File: src/rtl/exlex_pkg.sv
// Shared types, constants and character-class helpers for the expression lexer.
package exlex_pkg;

  localparam int POS_W   = 16;   // byte position counter width (8..32)
  localparam int START_W = 16;   // token start offset width
  localparam int LEN_W   = 16;   // token length width
  localparam int KIND_W  = 4;

  localparam logic [LEN_W-1:0] LEN_MAX = '1;

  // keyword matcher progress: 0..4 letters matched, or mismatch
  localparam logic [2:0] KW_DONE     = 3'd4;
  localparam logic [2:0] KW_MISMATCH = 3'd7;

  typedef enum logic [KIND_W-1:0] {
    TK_END     = 4'd0,
    TK_IDENT   = 4'd1,
    TK_WITH    = 4'd2,
    TK_NUMBER  = 4'd3,
    TK_PLUS    = 4'd4,
    TK_MINUS   = 4'd5,
    TK_STAR    = 4'd6,
    TK_SLASH   = 4'd7,
    TK_LPAREN  = 4'd8,
    TK_RPAREN  = 4'd9,
    TK_COLON   = 4'd10,
    TK_COMMA   = 4'd11,
    TK_UNKNOWN = 4'd12
  } kind_t;

  typedef struct packed {
    kind_t              kind;
    logic [START_W-1:0] start;
    logic [LEN_W-1:0]   len;
    logic               last;
  } token_t;

  // tokens produced by one input byte (0, 1 or 2)
  typedef struct packed {
    logic   push0;
    logic   push1;
    token_t tok0;
    token_t tok1;
  } tok_push_t;

  function automatic logic is_space(input logic [7:0] c);
    return c == 8'h20 || c == 8'h09 || c == 8'h0C || c == 8'h0B ||
           c == 8'h0D || c == 8'h0A;
  endfunction

  function automatic logic is_digit(input logic [7:0] c);
    return c >= 8'h30 && c <= 8'h39;
  endfunction

  function automatic logic is_letter(input logic [7:0] c);
    return (c >= 8'h61 && c <= 8'h7A) || (c >= 8'h41 && c <= 8'h5A);
  endfunction

  // letters of "with"
  function automatic logic [7:0] kw_char(input logic [1:0] idx);
    logic [7:0] ch;
    case (idx)
      2'd0:    ch = 8'h77;
      2'd1:    ch = 8'h69;
      2'd2:    ch = 8'h74;
      default: ch = 8'h68;
    endcase
    return ch;
  endfunction

  function automatic logic [2:0] kw_track(input logic [2:0] prog, input logic [7:0] c);
    logic [2:0] res;
    if (prog < KW_DONE && c == kw_char(prog[1:0])) begin
      res = prog + 3'd1;
    end else begin
      res = KW_MISMATCH;
    end
    return res;
  endfunction

  function automatic kind_t single_kind(input logic [7:0] c);
    kind_t k;
    case (c)
      8'h2B:   k = TK_PLUS;
      8'h2D:   k = TK_MINUS;
      8'h2A:   k = TK_STAR;
      8'h2F:   k = TK_SLASH;
      8'h28:   k = TK_LPAREN;
      8'h29:   k = TK_RPAREN;
      8'h3A:   k = TK_COLON;
      8'h2C:   k = TK_COMMA;
      default: k = TK_UNKNOWN;
    endcase
    return k;
  endfunction

endpackage

File: src/rtl/exlex_scan.sv
// Scanner: run state, position counter and token generation for one byte.
module exlex_scan
  import exlex_pkg::*;
(
  input  logic       clk,
  input  logic       rst_n,
  input  logic       byte_vld,
  input  logic [7:0] byte_in,
  output tok_push_t  push
);

  typedef enum logic [1:0] {
    MODE_IDLE   = 2'd0,
    MODE_IDENT  = 2'd1,
    MODE_NUMBER = 2'd2
  } mode_t;

  mode_t              mode_r, mode_nxt;
  logic [START_W-1:0] start_r, start_nxt;
  logic [LEN_W-1:0]   len_r, len_nxt;
  logic [2:0]         kw_r, kw_nxt;
  logic [POS_W-1:0]   pos_r, pos_nxt;

  logic               letter, digit, space;
  logic [START_W-1:0] here;
  logic [LEN_W-1:0]   len_inc;
  token_t             flush_tok, new_tok;
  logic               have_flush, have_new;

  assign letter  = is_letter(byte_in);
  assign digit   = is_digit(byte_in);
  assign space   = is_space(byte_in);
  assign here    = START_W'(pos_r);
  assign len_inc = (len_r == LEN_MAX) ? len_r : len_r + LEN_W'(1);

  always_comb begin
    mode_nxt   = mode_r;
    start_nxt  = start_r;
    len_nxt    = len_r;
    kw_nxt     = kw_r;
    pos_nxt    = pos_r;
    have_flush = 1'b0;
    have_new   = 1'b0;

    flush_tok.kind  = TK_NUMBER;
    if (mode_r == MODE_IDENT) begin
      flush_tok.kind = (kw_r == KW_DONE) ? TK_WITH : TK_IDENT;
    end
    flush_tok.start = start_r;
    flush_tok.len   = len_r;
    flush_tok.last  = 1'b0;

    new_tok.kind  = single_kind(byte_in);
    new_tok.start = here;
    new_tok.len   = LEN_W'(1);
    new_tok.last  = 1'b1;

    if (byte_vld) begin
      if ((mode_r == MODE_IDENT && letter) || (mode_r == MODE_NUMBER && digit)) begin
        // run continues
        len_nxt = len_inc;
        if (mode_r == MODE_IDENT) begin
          kw_nxt = kw_track(kw_r, byte_in);
        end
        pos_nxt = pos_r + POS_W'(1);
      end else begin
        have_flush = (mode_r != MODE_IDLE);
        mode_nxt   = MODE_IDLE;
        len_nxt    = '0;
        kw_nxt     = '0;
        if (byte_in == 8'h00) begin
          // end of input
          have_new     = 1'b1;
          new_tok.kind = TK_END;
          new_tok.len  = '0;
          start_nxt    = '0;
          pos_nxt      = '0;
        end else begin
          if (letter) begin
            mode_nxt  = MODE_IDENT;
            start_nxt = here;
            len_nxt   = LEN_W'(1);
            kw_nxt    = kw_track(3'd0, byte_in);
          end else if (digit) begin
            mode_nxt  = MODE_NUMBER;
            start_nxt = here;
            len_nxt   = LEN_W'(1);
          end else if (!space) begin
            have_new = 1'b1;
          end
          pos_nxt = pos_r + POS_W'(1);
        end
      end
    end

    // a lone token carries last; with two, only the second does
    push.push0 = have_flush || have_new;
    push.push1 = have_flush && have_new;
    push.tok0  = have_flush ? flush_tok : new_tok;
    if (have_flush && !have_new) begin
      push.tok0.last = 1'b1;
    end
    push.tok1 = new_tok;
  end

  always_ff @(posedge clk) begin
    if (!rst_n) begin
      mode_r  <= MODE_IDLE;
      start_r <= '0;
      len_r   <= '0;
      kw_r    <= '0;
      pos_r   <= '0;
    end else begin
      mode_r  <= mode_nxt;
      start_r <= start_nxt;
      len_r   <= len_nxt;
      kw_r    <= kw_nxt;
      pos_r   <= pos_nxt;
    end
  end

endmodule

File: src/rtl/expression_lexer.sv
// Top level of the expression lexer: byte stream in, token stream out.
//
//  channel | dir | handshake          | payload
//  --------+-----+--------------------+--------------------------------------
//  in_     | in  | in_tvalid/tready   | tdata[7:0] char_byte
//  out_    | out | out_tvalid/tready  | tdata start/length, tuser kind,
//          |     |                    | tlast = last token of the input word
//
// One input word is taken per clock while in_tready is high. Each word yields
// zero, one or two tokens, written into a four-entry token queue in the same
// cycle; the queue drains one token per clock while out_tready is high.
// in_tready drops while fewer than two queue slots are free, so a word that
// closes a run and makes its own token always finds two free slots. Reset
// (rst_n low, synchronous) clears the run state, the position and the queue.
module expression_lexer
  import exlex_pkg::*;
(
  input  logic        clk,
  input  logic        rst_n,
  input  logic        in_tvalid,
  output logic        in_tready,
  input  logic [7:0]  in_tdata,    // [7:0] char_byte
  output logic        out_tvalid,
  input  logic        out_tready,
  output logic [31:0] out_tdata,   // [15:0] token_start, [31:16] token_length
  output logic [3:0]  out_tuser,   // [3:0] token_kind
  output logic        out_tlast    // last token of the input word
);

  localparam int QDEPTH = 4;
  localparam int QPTR_W = $clog2(QDEPTH);
  localparam int QCNT_W = QPTR_W + 1;

  logic      in_acc, out_acc;
  tok_push_t push;

  // token queue
  token_t              q_mem [QDEPTH];
  logic [QPTR_W-1:0]   wr_ptr_r, wr_ptr_nxt;
  logic [QPTR_W-1:0]   rd_ptr_r, rd_ptr_nxt;
  logic [QCNT_W-1:0]   cnt_r, cnt_nxt;
  token_t              head;

  assign in_tready = (cnt_r <= QCNT_W'(QDEPTH - 2));
  assign in_acc    = in_tvalid && in_tready;

  exlex_scan u_scan (
    .clk      (clk),
    .rst_n    (rst_n),
    .byte_vld (in_acc),
    .byte_in  (in_tdata),
    .push     (push)
  );

  assign head       = q_mem[rd_ptr_r];
  assign out_tvalid = (cnt_r != '0);
  assign out_acc    = out_tvalid && out_tready;
  assign out_tdata  = {head.len, head.start};
  assign out_tuser  = head.kind;
  assign out_tlast  = head.last;

  always_comb begin
    wr_ptr_nxt = wr_ptr_r + QPTR_W'(push.push0) + QPTR_W'(push.push1);
    rd_ptr_nxt = rd_ptr_r + QPTR_W'(out_acc);
    cnt_nxt    = cnt_r + QCNT_W'(push.push0) + QCNT_W'(push.push1)
                 - QCNT_W'(out_acc);
  end

  // queue storage, no reset needed
  always_ff @(posedge clk) begin
    if (push.push0) begin
      q_mem[wr_ptr_r] <= push.tok0;
    end
    if (push.push1) begin
      q_mem[wr_ptr_r + QPTR_W'(1)] <= push.tok1;
    end
  end

  always_ff @(posedge clk) begin
    if (!rst_n) begin
      wr_ptr_r <= '0;
      rd_ptr_r <= '0;
      cnt_r    <= '0;
    end else begin
      wr_ptr_r <= wr_ptr_nxt;
      rd_ptr_r <= rd_ptr_nxt;
      cnt_r    <= cnt_nxt;
    end
  end

endmodule

File: config.mk
export PLATFORM = sky130hd
export DESIGN_NAME = expression_lexer
export DESIGN_NICKNAME = d
export VERILOG_FILES = /design/src/rtl/exlex_pkg.sv /design/src/rtl/exlex_scan.sv /design/src/rtl/expression_lexer.sv
export SDC_FILE = /design/constraint.sdc
export NUM_CORES = 1
export LEC_CHECK = 0
export ABC_AREA = 0
export BUFFER_PORTS_ARGS = -buffer_cell sky130_fd_sc_hd__buf_2
export CORE_MARGIN = 2
export CORE_UTILIZATION = 60
export DETAILED_ROUTE_END_ITERATION = 7
export PLACE_DENSITY_LB_ADDON = 0.05
export SYNTH_ARGS = -nofsm -noshare
export SYNTH_HDL_FRONTEND = slang
export SYNTH_SLANG_ARGS = --single-unit
File: constraint.sdc
create_clock -name clk -period 6.7 [get_ports clk]
set_input_delay 0.67 -clock clk [delete_from_list [all_inputs] [get_ports clk]]
set_output_delay 0.67 -clock clk [all_outputs]
set_load 0.02 [all_outputs]
==> out/results.ini, run 1 <==
[run_status]
status = finished clean

[min_path]
holdPathStages = 1
worst_hold_path_type = reg -> reg
hold_path_end = q_mem[3][10]$_SDFFE_PP0N_
holdCritStartpoint = q_mem[3][10]$_SDFFE_PP0N_

[layout]
area_growth_pct = 9.63
layout_common_cells = 122 x dfxtp_1, 84 x edfxtp_1, 69 x nand2_1
finalNetCount = 886
multi_input_area_sq_um = 4470
fillers = 1252
drive_gt1_frac = 0.185
layout_commonest_cell = dfxtp_1
final_core_utilization = 0.677
num_antenna_cells = 0
seq_area_sq_um = 5010

[route]
vias = 7146
routed_via_density = 6.53
dr.pass1.iters = 5
drt-initial-drc-count = 587
detail-route-antenna-nets = 0
wl_per_cell_um = 21.9
drc = 0
wirelength_mm = 24.0

[die]
start_util = 0.617
die_w_um = 132
row_count = 46
core_region_area_sq_um = 16000
dieArea_sq_um = 17500
io_pins = 51
die_h_um = 132

[global_route]
antenna_found_initial = 0
met1_usage = 0.345
met3_usage = 0.0369
grt_pass1_vias = 7140
gr-total-overflow = 0
grt_start_max_net_pins = 39
grt_util_met2 = 0.482
grt.busiest_layer = met2
grt_use_total = 0.273
grt_pass1_wl_mm = 38.2

[critical_path]
cp_max_fo = 15
reg2reg_from = cnt_r[1]$_SDFF_PN0_
crit_required_ns = 7.09
ff2ff_path_depth = 11
crit_path_start_kind = flop
critPathKind = reg -> reg
r2r_slack_ns = 2.83
r2r_end = cnt_r[2]$_SDFF_PN0_
crit_arrival_ns = 4.25
crit_path_end_kind = flop

[power]
irDropWorstVdd_uv = 381
leakage_nw = 3.64
power_density_nw_per_um2 = 319

[timing]
slew_viol_final = 0
worstMarginPinSlew_ns = 1.16
rsz0062_at_grt = no
fin_skew_ns = 0.0147
min_period_ns = 3.87
hold_viol = 0
fin_setup_tns_ns = 0
period_share = 0.577
clock.fmax_ghz = 0.259
setup_viol = 0
slew_headroom = 0.227

[run]
drv_cap = 0

[yosys]
synth_edf_count = 84
syn_area_sq_um = 9880
synth_warnings = 0
async_reset_ff_frac = 0
syn_inst = 848
synth_seq_cells = 208
yosys.cell_types.count = 75
synth_nets = 872
syn_avg_cell_area_sq_um = 11.6
ys.flop_type = dfxtp_1
seq_area_frac_synth = 0.507

[clock_tree]
clk_latency_ns = 0.50
tritoncts = done
cts_made_buffers = 22
clock-root-buffer = clkbuf_16
cts_sinks = 208
post_cts_resized = 0
ctsHoldBuffers = 0
cts_setup_buffers = 0
clock_path_buffers = 3
clkTransAtPathRegs_ns = 0.06
cts-htree-levels = 1

[place]
dp.final_hpwl_mm = 14.9
place_congestion = 0.845
io_buffers = 50

==> worst max-delay path by stage <==
stage                        startpoint                      to  slack, ns  depth (start not counted)
finish              cnt_r[1]$_SDFF_PN0_     cnt_r[2]$_SDFF_PN0_       2.83                         11
global route        cnt_r[1]$_SDFF_PN0_     cnt_r[2]$_SDFF_PN0_       2.56                         11
CTS                 cnt_r[1]$_SDFF_PN0_     cnt_r[2]$_SDFF_PN0_       2.83                         11
detailed placement          in_tdata[4]  q_mem[0][28]$_DFFE_PP_       2.46                          7
global placement            in_tdata[4]  q_mem[0][28]$_DFFE_PP_       2.51                          7
floorplan                   in_tdata[2]     cnt_r[2]$_SDFF_PN0_       3.02                         12
==> registers in the layout, summed over array words and instances, names as in the netlist <==
signal,count
cnt_r,3
q_mem,148
u_scan.mode_r,2
u_scan.here,16
u_scan.len_r,16
wr_ptr_r,2
u_scan.kw_r,3
rd_ptr_r,2
u_scan.start_r,16
==> cell usage after synthesis (all sizes together), types with 23 or more instances <==
library cell / n / area (sq um)
nand2: 70 / 270
nor2: 45 / 174
buf: 26 / 161
a21oi: 25 / 155
a22o: 65 / 569
o2bb2ai: 60 / 526
mux4: 37 / 833
edfxtp: 84 / 2520
xnor2: 23 / 201
inv: 24 / 90.1
nand4: 27 / 169
dfxtp: 124 / 2480
clkbuf: 39 / 146
==> report_power, final <==
group	total [mW]	leakage, nW	switching [mW]	internal (mW)
combinational	0.804	1.49	0.514	0.290
clock	1.16	0.347	0.480	0.681
sequential	1.49	1.80	0.0755	1.42
total	3.46	3.64	1.07	2.39
==> routing by layer <==
metal / vias to the layer above / routed length [um]
li1: 3292 / -
met1: 3532 / 9710
met2: 266 / 12100
met3: 56 / 1440
met4: 0 / 718
met5: - / 0
==> stage by stage <==
step	hold slack (ns)	std cells	total power, mW	setup WS, ns	cell area, sq um
after floorplan	0.422	848	2.10	3.02	9880
after global placement	0.440	1054	2.30	2.51	10100
after detailed placement	0.446	1054	2.32	2.46	10100
after CTS	0.463	1094	3.47	2.83	10800
after global routing	0.477	1094	3.60	2.56	10800
final	0.460	1094	3.46	2.83	10800
==> final cells by class <==
cell class	instances	area share
timing repair buffer	55	0.0266
clock inverter	10	0.00797
inverter	25	0.00867
tap	216	0.0250
clock buffer	30	0.0565
sequential	208	0.462
multi-input combinational	550	0.413
==> critical path: stages (launching register included) <==
cell and delay [ns]:
dfxtp_1 0.36, nor3b_1 0.43, o21a_1 0.61, o311ai_2 0.41
o21ai_2 0.38, inv_1 0.15, ha_1 0.30, inv_1 0.05
fa_1 0.39, fa_1 0.39, xnor2_1 0.13, and2_1 0.15
==> logic make-up after synthesis <==
logic type	share of synthesized area
DFF	0.507
xor gates and xnor gates	0.0275
adders and majority gates	0.0175
and+or+nand+nor	0.133
buffers and inverters	0.0407
muxes	0.0889
AOI/OAI and AO/OA	0.186
Power figures use the tool's default switching activity.
==> inputs of run 2 (changes only) <==
CORE_UTILIZATION = 55   (was 60)
clock period = 3.4 ns   (was 6.7 ns; I/O delays follow)
==> out/results.ini, run 2 (synthesis gave the netlist of run 1 again) <==
[route]
routed_via_density = 6.31  ; was 6.53
wl_per_cell_um = 21.1  ; was 21.9 um
drc = 0  ; unchanged
dr.pass1.iters = 5  ; unchanged
detail-route-antenna-nets = 0  ; unchanged
vias = 7190  ; was 7146
drt-initial-drc-count = 528  ; was 587
wirelength_mm = 24.1  ; was 24.0 mm

[clock_tree]
clock_path_buffers = 3  ; unchanged
ctsHoldBuffers = 0  ; unchanged
post_cts_resized = 0  ; unchanged
clock-root-buffer = clkbuf_16  ; unchanged
tritoncts = done  ; unchanged
clkTransAtPathRegs_ns = 0.06  ; about the same
clk_latency_ns = 0.51  ; was 0.50 ns
cts_made_buffers = 22  ; unchanged
cts_setup_buffers = 0  ; unchanged
cts_sinks = 208  ; unchanged
cts-htree-levels = 1  ; unchanged

[layout]
area_growth_pct = 12.7  ; was 9.63%
fillers = 1442  ; was 1252
finalNetCount = 918  ; was 886
layout_common_cells = 122 x dfxtp_1, 84 x edfxtp_1, 69 x nand2_1  ; unchanged
drive_gt1_frac = 0.216  ; was 0.185
stdcell_area_sq_um = 11100  ; was 10800 sq um
layout_commonest_cell = dfxtp_1  ; unchanged
seq_area_sq_um = 5010  ; unchanged
top_register = q_mem  ; unchanged
multi_input_area_sq_um = 4470  ; unchanged
num_antenna_cells = 0  ; unchanged
largest_reg_flops = 148  ; unchanged

[global_route]
met3_usage = 0.0294  ; was 0.0369
met1_usage = 0.324  ; was 0.345
grt_use_total = 0.251  ; was 0.273
grt_start_max_net_pins = 37  ; was 39
grt_pass1_vias = 7408  ; was 7140
gr-total-overflow = 0  ; unchanged
antenna_found_initial = 0  ; unchanged
grt_pass1_wl_mm = 38.7  ; was 38.2 mm
grt.busiest_layer = met2  ; unchanged
grt_util_met2 = 0.440  ; was 0.482

[critical_path]
critPathMaxStageDelay_ns = 0.40  ; was 0.61 ns
path_buf_inv = 2  ; unchanged
r2r_slack_ns = 0.45  ; was 2.83 ns
crit_chain = nor3b_1 -> o211a_1 -> nand3_2 -> o21ai_2 -> inv_1 -> ha_1 -> inv_1 -> fa_1 -> fa_1 -> xnor2_1 -> and2_1  ; was nor3b_1 -> o21a_1 -> o311ai_2 -> o21ai_2 -> inv_1 -> ha_1 -> inv_1 -> fa_1 -> fa_1 -> xnor2_1 -> and2_1
reg2reg_from = cnt_r[0]$_SDFF_PN0_  ; was cnt_r[1]$_SDFF_PN0_
critPathKind = reg -> reg  ; unchanged
cp_slowest_cell = nor3b_1  ; was o21a_1
r2r_end = cnt_r[2]$_SDFF_PN0_  ; unchanged
ff2ff_path_depth = 11  ; unchanged
crit_path_end_kind = flop  ; unchanged
crit_arrival_ns = 3.34  ; was 4.25 ns
crit_start = cnt_r[0]$_SDFF_PN0_  ; was cnt_r[1]$_SDFF_PN0_
cp.depth = 11  ; unchanged
crit_required_ns = 3.79  ; was 7.09 ns
cp_top_family = adder cells  ; was compound AO/OA/AOI/OAI gates
crit_path_start_kind = flop  ; unchanged
critical_path.endpoint = cnt_r[2]$_SDFF_PN0_  ; unchanged
cp_max_fo = 7  ; was 15

[power]
seq_power_share = 0.416  ; was 0.431
combPwrFrac = 0.238  ; was 0.233
leakage_nw = 3.82  ; was 3.64 nW
irDropWorstVdd_uv = 486  ; was 381 uV
p_int_mw = 4.88  ; was 2.39 mW
power_density_nw_per_um2 = 633  ; was 319 nW/um^2
swShare = 0.308  ; was 0.309
power.switching_mw = 2.17  ; was 1.07 mW
clockPowerShare = 0.347  ; was 0.336

[timing]
min_period_ns = 2.95  ; was 3.87 ns
slew_viol_final = 0  ; unchanged
hold_viol = 0  ; unchanged
fin_skew_ns = 0.0231  ; was 0.0147 ns
period_share = 0.866  ; was 0.577
fin_setup_tns_ns = 0  ; unchanged
rsz0062_at_grt = no  ; unchanged
setup_viol = 0  ; unchanged
clock.fmax_ghz = 0.340  ; was 0.259 GHz
slew_headroom = 0.375  ; was 0.227
worstMarginPinSlew_ns = 0.935  ; was 1.16 ns

[die]
die_w_um = 138  ; was 132 um
dieArea_sq_um = 19000  ; was 17500 sq um
start_util = 0.556  ; was 0.617
core_region_area_sq_um = 17800  ; was 16000 sq um
io_pins = 51  ; unchanged
die_h_um = 138  ; was 132 um
row_count = 49  ; was 46

[min_path]
holdPathStages = 4  ; was 1
worst_hold_path_type = in -> reg  ; was reg -> reg

[place]
io_buffers = 50  ; unchanged
place_congestion = 0.870  ; was 0.845
postPlaceCellArea_sq_um = 10400  ; was 10100 sq um
dp.final_hpwl_mm = 15.6  ; was 14.9 mm

[run_status]
status = finished clean  ; unchanged

[run]
drv_cap = 0  ; unchanged

## run 2: cell count changes in the layout (fill, tap and decap cells not counted)
cell and delta:
buf_4 +32, clkbuf_8 -3, clkbuf_1 -2, clkbuf_16 +2, clkinv_2 +2, bufinv_16 +1
clkbuf_2 -1, clkbuf_4 +1, clkinv_1 -1, inv_8 +1
## run 2: per-stage QoR
stage	setup slack (ns)	util	instances	total power [mW]	hold WS [ns]
after floorplan	0.0512	-	848	4.13	0.422
after global placement	0.244	0.584	1099	4.63	0.435
after detailed placement	0.183	0.584	1099	4.67	0.444
after CTS	0.451	0.626	1139	7.11	0.323
after global routing	0.291	0.626	1139	7.34	0.372
final	0.455	0.626	1139	7.05	0.331
## run 2: power groups by stage
stage | logic [mW] | clock network, mW | registers (mW)
detailed placement | 1.68 | 0 | 2.99
CTS | 1.69 | 2.48 | 2.94
global route | 1.81 | 2.58 | 2.95
global placement | 1.66 | 0 | 2.97
finish | 1.68 | 2.44 | 2.93
floorplan | 1.24 | 0 | 2.89
## run 2: area by class of cell
type	instances	share of cell area
multi-input combinational	550	0.401
inverter	25	0.00843
clock inverter	13	0.0120
timing repair buffer	87	0.0474
sequential	208	0.450
tap	229	0.0257
clock buffer	27	0.0553
## run 2: worst min path at each step
stage | startpoint | to | slack, ns
after global placement | q_mem[3][0]$_SDFFE_PP1N_ | q_mem[3][0]$_SDFFE_PP1N_ | 0.43
final | out_tready | rd_ptr_r[0]$_SDFF_PN0_ | 0.33
after detailed placement | q_mem[2][15]$_SDFFE_PP0P_ | q_mem[2][15]$_SDFFE_PP0P_ | 0.44
after floorplan | q_mem[3][0]$_SDFFE_PP1N_ | q_mem[3][0]$_SDFFE_PP1N_ | 0.42
after CTS | out_tready | rd_ptr_r[0]$_SDFF_PN0_ | 0.32
after global routing | out_tready | rd_ptr_r[0]$_SDFF_PN0_ | 0.37
## run 2: metal layers
metal,vias to the layer above,part of all wire
met3,59,0.053
met5,-,0
met2,269,0.50
li1,3351,-
met1,3511,0.42
met4,0,0.029
## run 2: worst register-to-register path, cell delays in order, from the launching register on
cell,delay [ns]
dfxtp_1,0.34
nor3b_1,0.40
o211a_1,0.39
nand3_2,0.14
o21ai_2,0.09
inv_1,0.09
ha_1,0.27
inv_1,0.05
fa_1,0.40
fa_1,0.39
xnor2_1,0.13
and2_1,0.14
==> inputs of run 3 (changes only) <==
CORE_UTILIZATION = 60   (was 55)
clock period = 3.3 ns   (was 3.4 ns; I/O delays follow)
==> out/results.ini, run 3 (synthesis gave the netlist of run 1 again) <==
[timing]
period_share = 0.900  ; was 0.866
hold_viol = 0  ; unchanged
slew_headroom = 0.489  ; was 0.375
rsz0062_at_grt = no  ; unchanged
hold_ws_ns = 0.337  ; was 0.331 ns
fin_setup_tns_ns = 0  ; unchanged
setup_viol = 0  ; unchanged
min_period_ns = 2.97  ; was 2.95 ns
worstMarginPinSlew_ns = 0.748  ; was 0.935 ns
clock.fmax_ghz = 0.337  ; was 0.340 GHz
slew_viol_final = 0  ; unchanged
fin_skew_ns = 0.0288  ; was 0.0231 ns
worst_slack_ns = 0.331  ; was 0.455 ns

[place]
dpl.cell_count = 1088  ; was 1099
postPlaceCellArea_sq_um = 10400  ; about the same
dp.final_hpwl_mm = 15.4  ; was 15.6 mm
dp_worst_setup_slack_ns = 0.202  ; was 0.183 ns
place_congestion = 0.896  ; was 0.870
io_buffers = 50  ; unchanged

[power]
swShare = 0.307  ; was 0.308
p_int_mw = 5.07  ; was 4.88 mW
irDropWorstVdd_uv = 616  ; was 486 uV
finalPower_mw = 7.32  ; was 7.05 mW
power_density_nw_per_um2 = 655  ; was 633 nW/um^2
combPwrFrac = 0.239  ; was 0.238
power.switching_mw = 2.25  ; was 2.17 mW
seq_power_share = 0.412  ; was 0.416
clockPowerShare = 0.348  ; was 0.347
leakage_nw = 3.84  ; was 3.82 nW

[run_status]
status = finished clean  ; unchanged

[critical_path]
r2r_slack_ns = 0.33  ; was 0.45 ns
cp_max_fo = 7  ; unchanged
critPathKind = reg -> reg  ; unchanged
cp_top_family = adder cells  ; unchanged
crit_path_start_kind = flop  ; unchanged
r2r_end = cnt_r[2]$_SDFF_PN0_  ; unchanged
critPathMaxStageDelay_ns = 0.43  ; was 0.40 ns
crit_chain = nor3b_1 -> o211a_1 -> nand3_4 -> o21ai_2 -> inv_1 -> ha_1 -> inv_1 -> fa_1 -> fa_1 -> xnor2_1 -> and2_1  ; was nor3b_1 -> o211a_1 -> nand3_2 -> o21ai_2 -> inv_1 -> ha_1 -> inv_1 -> fa_1 -> fa_1 -> xnor2_1 -> and2_1
path_buf_inv = 2  ; unchanged
ff2ff_path_depth = 11  ; unchanged
crit_path_end_kind = flop  ; unchanged
reg2reg_from = cnt_r[1]$_SDFF_PN0_  ; was cnt_r[0]$_SDFF_PN0_
crit_arrival_ns = 3.35  ; was 3.34 ns
cp_slowest_cell = o211a_1  ; was nor3b_1
crit_required_ns = 3.69  ; was 3.79 ns

[global_route]
gr-total-overflow = 0  ; unchanged
grt_use_total = 0.278  ; was 0.251
grt_start_max_net_pins = 39  ; was 37
antenna_found_initial = 0  ; unchanged
grt_pass1_vias = 7348  ; was 7408
grt_pass1_wl_mm = 38.9  ; was 38.7 mm

[die]
die_w_um = 132  ; was 138 um
core_region_area_sq_um = 16000  ; was 17800 sq um
start_util = 0.617  ; was 0.556
io_pins = 51  ; unchanged
row_count = 46  ; was 49
dieArea_sq_um = 17500  ; was 19000 sq um
die_h_um = 132  ; was 138 um

[clock_tree]
clock_path_buffers = 3  ; unchanged
cts-htree-levels = 1  ; unchanged
cts_made_buffers = 23  ; was 22
tritoncts = done  ; unchanged
ctsHoldBuffers = 0  ; unchanged
clkTransAtPathRegs_ns = 0.06  ; about the same
clk_latency_ns = 0.51  ; about the same
cts_sinks = 208  ; unchanged
clock-root-buffer = clkbuf_16  ; unchanged
post_cts_resized = 0  ; unchanged
cts_setup_buffers = 0  ; unchanged

[route]
routed_via_density = 6.52  ; was 6.31
drc = 0  ; unchanged
wl_met3_mm = 1.38  ; was 1.26 mm
dr.pass1.iters = 5  ; unchanged
wl_met2_mm = 12.1  ; was 12.0 mm
m1WireLength_mm = 9.92  ; was 10.1 mm
wirelength_mm = 24.2  ; was 24.1 mm
detail-route-antenna-nets = 0  ; unchanged
dr.max_layer_used = met4  ; unchanged
vias = 7363  ; was 7190
drt-initial-drc-count = 641  ; was 528
wl_per_cell_um = 21.4  ; was 21.1 um

[min_path]
hold_path_end = rd_ptr_r[0]$_SDFF_PN0_  ; unchanged
holdPathStages = 4  ; unchanged
holdCritStartpoint = out_tready  ; unchanged
worst_hold_path_type = in -> reg  ; unchanged

[layout]
drive_gt1_frac = 0.219  ; was 0.216
layout_common_cells = 122 x dfxtp_1, 84 x edfxtp_1, 69 x nand2_1  ; unchanged
final_cells = 1130  ; was 1139
largest_reg_flops = 148  ; unchanged
layout_commonest_cell = dfxtp_1  ; unchanged
final_core_utilization = 0.698  ; was 0.626
fillers = 1180  ; was 1442
area_growth_pct = 13.1  ; was 12.7%
finalNetCount = 921  ; was 918
top_register = q_mem  ; unchanged
num_antenna_cells = 0  ; unchanged
stdcell_area_sq_um = 11200  ; was 11100 sq um

[run]
drv_cap = 0  ; unchanged

[run 3: power by group through the flow]
stage	Clock [mW]	Sequential, mW	Combinational, mW
6_report	2.55	3.02	1.75
5_1_grt	2.70	3.03	1.88
4_1_cts	2.59	3.02	1.76
3_5_place_dp	0	3.07	1.75
3_3_place_gp	0	3.05	1.71
2_1_floorplan	0	2.98	1.28
[run 3: worst min-delay path: stages]
cell and delay [ns]:
buf_2 0.07, and2_1 0.16, ha_1 0.13, and2_1 0.11
[run 3: final cells by class]
cell class                 count  area (sq um)  area share
clock buffer                  31           646      0.0578
timing repair buffer          89           556      0.0497
inverter                      25          93.8     0.00840
clock inverter                11           118      0.0105
tap                          216           270      0.0242
multi-input combinational    550          4480       0.401
sequential                   208          5010       0.448
[run 3: worst max-delay path by stage]
stage	start	end	slack (ns)	cells past startpoint
2_1_floorplan	in_tdata[2]	cnt_r[2]$_SDFF_PN0_	0.01	12
3_3_place_gp	in_tdata[4]	cnt_r[2]$_SDFF_PN0_	0.25	12
3_5_place_dp	in_tdata[6]	cnt_r[2]$_SDFF_PN0_	0.20	12
4_1_cts	cnt_r[1]$_SDFF_PN0_	cnt_r[2]$_SDFF_PN0_	0.35	11
5_1_grt	cnt_r[1]$_SDFF_PN0_	cnt_r[2]$_SDFF_PN0_	0.15	11
6_report	cnt_r[1]$_SDFF_PN0_	cnt_r[2]$_SDFF_PN0_	0.33	11
[run 3: layer usage]
metal	global-route usage	vias up
li1	-	3356
met1	0.357	3646
met2	0.481	295
met3	0.0427	66
met4	0.0986	0
met5	0	-
